File: config.mk
export PLATFORM = sky130hd
export DESIGN_NAME = hgt_merge
export DESIGN_NICKNAME = d
export VERILOG_FILES = /design/src/hgt_pkg.sv /design/src/hgt_merge.sv
export SDC_FILE = /design/constraint.sdc
export NUM_CORES = 1
export LEC_CHECK = 0
export ABC_AREA = 1
export BUFFER_PORTS_ARGS = -buffer_cell sky130_fd_sc_hd__buf_2
export CAP_MARGIN = 20
export CORE_ASPECT_RATIO = 1.25
export CORE_MARGIN = 4
export CORE_UTILIZATION = 35
export DETAILED_ROUTE_END_ITERATION = 8
export PLACE_DENSITY = 0.63
export SLEW_MARGIN = 25
export SYNTH_ARGS = -nofsm -noshare
export SYNTH_HDL_FRONTEND = slang
export SYNTH_SLANG_ARGS = --single-unit
export TNS_END_PERCENT = 1
File: constraint.sdc
create_clock -name clk -period 2.7 [get_ports clk]
set_input_delay 0.675 -clock clk [delete_from_list [all_inputs] [get_ports clk]]
set_output_delay 0.675 -clock clk [all_outputs]
set_load 0.01 [all_outputs]
File: src/hgt_pkg.sv
// Shared widths, lane sizing helpers and the gamma threshold table generator.
package hgt_pkg;

  localparam int RAW_W          = 24;
  localparam int GAIN_W         = 16;
  localparam int GAIN_FRAC      = 8;
  localparam int PX_W           = 8;
  localparam int NUM_LANES      = 3;
  localparam int GAMMA_BITS_MAX = 16;
  localparam int THRESH_W       = GAMMA_BITS_MAX + 1;
  localparam int THRESH_N       = 1 << PX_W;
  localparam int BIG_W          = 192;
  // Multiply, saturate, index and the eight search steps of the gamma lookup.
  localparam int FIXED_STAGES   = 11;

  // Register select taken from paddr[2].
  localparam logic REG_GAIN     = 1'b0;
  localparam logic REG_TONEMAP  = 1'b1;

  typedef logic [THRESH_W-1:0] thresh_t;
  typedef thresh_t thresh_tab_t [THRESH_N];

  // Quotient bits the Reinhard divider has to produce.
  function automatic int div_steps(input int g, input int f);
    return (f < g) ? f : g;
  endfunction

  function automatic int lane_stages(input int g, input int f);
    return div_steps(g, f) + FIXED_STAGES;
  endfunction

  // Entry b is the smallest index i in [0, 2^g] with i^5 * 255^11 >= b^11 * 2^(5g),
  // so the display byte for index i is the largest b whose entry does not exceed i.
  // Evaluated once at elaboration.
  function automatic thresh_tab_t gamma_thresholds(input int g);
    thresh_tab_t         tab;
    logic [BIG_W-1:0]    p255;
    logic [BIG_W-1:0]    bpow;
    logic [BIG_W-1:0]    ipow;
    logic [BIG_W-1:0]    rhs;
    int                  lo;
    int                  hi;
    int                  mid;
    p255 = BIG_W'(1);
    for (int k = 0; k < 11; k++) begin
      p255 = p255 * BIG_W'(255);
    end
    for (int b = 0; b < THRESH_N; b++) begin
      bpow = BIG_W'(1);
      for (int k = 0; k < 11; k++) begin
        bpow = bpow * BIG_W'(b);
      end
      rhs = bpow << (5 * g);
      lo  = 0;
      hi  = 1 << g;
      while (lo < hi) begin
        mid  = (lo + hi) >> 1;
        ipow = BIG_W'(1);
        for (int k = 0; k < 5; k++) begin
          ipow = ipow * BIG_W'(mid);
        end
        ipow = ipow * p255;
        if (ipow >= rhs) begin
          hi = mid;
        end else begin
          lo = mid + 1;
        end
      end
      tab[b] = THRESH_W'(lo);
    end
    return tab;
  endfunction

endpackage

File: src/hgt_merge.sv
// Pipeline valid tracking, output register and one-pixel skid buffer across the lanes.
module hgt_merge
  import hgt_pkg::*;
#(
  parameter int STAGES = 21
) (
  input  logic            clk,
  input  logic            rst,
  input  logic            pix_valid,
  output logic            pix_stall,
  output logic            adv,
  input  logic [PX_W-1:0] lane_px [NUM_LANES],
  output logic            res_valid,
  input  logic            res_stall,
  output logic [PX_W-1:0] res_px  [NUM_LANES]
);

  logic [STAGES-1:0] vld;
  logic              skid_valid;
  logic [PX_W-1:0]   skid_px [NUM_LANES];
  logic              out_take;

  // The lanes only freeze once the skid stage holds a pixel.
  assign adv       = !skid_valid;
  assign pix_stall = skid_valid;
  assign out_take  = !res_valid || !res_stall;

  always_ff @(posedge clk) begin
    if (rst) begin
      vld <= '0;
    end else if (adv) begin
      vld <= {vld[STAGES-2:0], pix_valid};
    end
  end

  always_ff @(posedge clk) begin
    if (rst) begin
      res_valid  <= 1'b0;
      skid_valid <= 1'b0;
    end else if (out_take) begin
      if (skid_valid) begin
        res_valid  <= 1'b1;
        skid_valid <= 1'b0;
      end else begin
        res_valid  <= vld[STAGES-1];
      end
    end else if (vld[STAGES-1] && !skid_valid) begin
      skid_valid <= 1'b1;
    end
  end

  for (genvar n = 0; n < NUM_LANES; n++) begin : g_px
    always_ff @(posedge clk) begin
      if (out_take) begin
        res_px[n] <= skid_valid ? skid_px[n] : lane_px[n];
      end
      if (!out_take && !skid_valid) begin
        skid_px[n] <= lane_px[n];
      end
    end
  end

endmodule

==> out/metrics.cfg <==
[worst_setup_path]
cp-end-kind=output pin
cp-startpoint=pix_stall$_SDFFE_PP0P_
slowest_stage=dfxtp_2
arrival_ns=1.47
crit_family=flip-flops
start_kind=flop
critPathMaxFanout=25
critical_path_buf_inv_count=2
critPathRequiredTime_ns=2.03
timing.rr.start=pix_stall$_SDFFE_PP0P_
max_stage_delay_ns=0.61
path_class=reg -> out
crit_path_cell_trace=inv_2 > buf_2

[synthesis]
synth_area_per_cell_um2=10.2
synth-adder-area-share_pct=0
ys_types=14
syn-num-nets=296
synth-compound-area-share_pct=0.184
synthCells=268
synth-xor-area-share_pct=0
synth-seq-area-share_pct=69.8
muxShareOfSynthArea_pct=0
synth-simple-area-share_pct=22.3
synth_top_family_by_area=simple AND/OR/NAND/NOR gates
synth_warnings=0
synth.cell_area_um2=2730
synth_seq_cells=71

[run]
maxCapViolations=0

[clocking]
root_buffer=clkbuf_8
cts_num_sinks=71
post_cts_buffers=0
cts_tree=yes
clock_path_buffers=2
holdBufCountCts=0
cts_buffers=9
clk_pin_slew_worst_paths_ns=0.07
htreeDepth=3
clkLatencyLatePin_ns=0.33
post_cts_resize_count=0

[global_route]
grt_max_degree=48
grt_pass1_wl_um=7560
antenna_found_initial=0
grt_usage_pct=10.7
grt.overflow.total=0
grt_pass1_vias=1685

[route]
vias_per_cell=4.13
drtAntennaViolNets=0
first_iter_violations=96
drt_first_pass_iters=4
wl_um=4710
vias=1739
route.detailed.drc=0
wl_per_cell_um=11.2

[final_layout]
drive_gt1_share_pct=22.5
nFillCells=738
nNetsFinal=352
diodes=0
area_growth_pct=17.9

[sta]
relSlewSlack_pct=59.2
finalSetupViolCount=0
maxSlewViolCount=0
rsz0062_at_grt=no
fmax_mhz=467
min_period_ns=2.14
timing_hold_violations_final=0
fin_skew_ns=0.00825
worst_pin_slew_ns=0.612
min_period_over_period_pct=79.4
finalSetupTns_ns=0

[floorplanning]
die-width_um=86.9
dieArea_um2=9270
fp.dieH_um=107
start_util_pct=36.4
io-pin-count=55
rows=35
coreArea_um2=7490

[pwr]
power_w=0.00206
p_seq_share_pct=57.4
total_leakage_power_nw=1.33
combPwrFrac_pct=4.1
switching_power_w=0.000426
p_sw_share_pct=20.6
powerDensity_nw_per_um2=643
internal-power_w=0.00164
peakVddDrop_v=0.000462
power_frac_clock_pct=38.5

[place]
dpl.hpwl_um=3290
port_buffers=54
place.gp.congestion=0.727

[hold_path]
hold_start=vld[5]$_SDFFE_PP0N_
hold_class=reg -> reg

[outcome]
status=complete, no violations

## cell usage after synthesis
master / instances / share of area, %
o21ai_1: 1 / 0.18
nand2_1: 115 / 16
nand3_1: 1 / 0.18
dfxtp_1: 23 / 17
buf_2: 2 / 0.37
nor2_1: 44 / 6.1
nor2_2: 1 / 0.23
buf_6: 5 / 2.1
buf_12: 1 / 0.73
buf_4: 3 / 0.83
inv_1: 22 / 3.0
inv_2: 1 / 0.14
buf_8: 1 / 0.55
edfxtp_1: 48 / 53
## flip-flops by register name (all words and copies together) (netlist names)
name       flops
skid_px       24
res_px        24
pix_stall      1
res_valid      1
vld           21
## path summary, 6_finish.rpt
path,endpoint,slack [ns],cells past startpoint
setup / recovery,adv,0.56,2
hold / removal,vld[6]$_SDFFE_PP0N_,0.47,2
setup reg to reg,pix_stall$_SDFFE_PP0P_,1.25,3
hold reg to reg,vld[6]$_SDFFE_PP0N_,0.47,2
## worst min-delay path, stage by stage (launching register included)
cell     delay [ns]
dfxtp_1        0.31
nor2_1         0.08
nor2_1         0.05
## metal layers
layer / track usage (%) / up-vias / share of wire, %
li1: - / 937 / -
met2: 17.4 / 43 / 47
met4: 4.34 / 0 / 1.7
met1: 12.2 / 753 / 43
met3: 4.69 / 6 / 8.8
met5: 0 / - / 0
## metrics by stage
stage,hold slack [ns],utilization (%),std cells,cell area [um^2],setup slack [ns]
final,0.468,42.9,421,3210,0.557
after global placement,0.454,40.4,405,3020,0.926
after detailed placement,0.460,40.4,405,3020,0.891
after CTS,0.473,42.9,421,3210,0.508
after floorplan,0.449,-,268,2730,0.359
after global routing,0.492,42.9,421,3210,0.403
## kinds of logic after synthesis
| logic type | Yosys count |
|---|---|
| compound gates | 1 |
| buf+inv | 35 |
| flops | 71 |
| simple gates | 161 |
## area by class of cell
cell class,instances,area (um^2),area share [%]
clock inverter,6,61.3,1.91
multi-input combinational,162,613,19.1
tap,92,115,3.58
timing repair buffer,57,305,9.51
inverter,23,86.3,2.69
clock buffer,10,128,3.97
sequential,71,1900,59.3
## power by group through the flow
stage,clock network (W),registers (W),logic (W)
final,0.000795,0.00118,0.0000856
after floorplan,0,0.00122,0.0000275
after CTS,0.000821,0.00118,0.0000884
after detailed placement,0,0.00121,0.0000882
after global routing,0.000870,0.00119,0.0000974
after global placement,0,0.00121,0.0000861
## placed cells by master (no fill, tap or decap), drive strengths merged, types with 2 or more instances in the layout
cell type,netlist,layout
buf,12,57
inv,23,23
dfxtp,23,23
clkbuf,0,10
clkinvlp,0,3
nand2,115,115
nor2,45,45
clkinv,0,2
edfxtp,48,48
(Power assumes the default switching activity.)
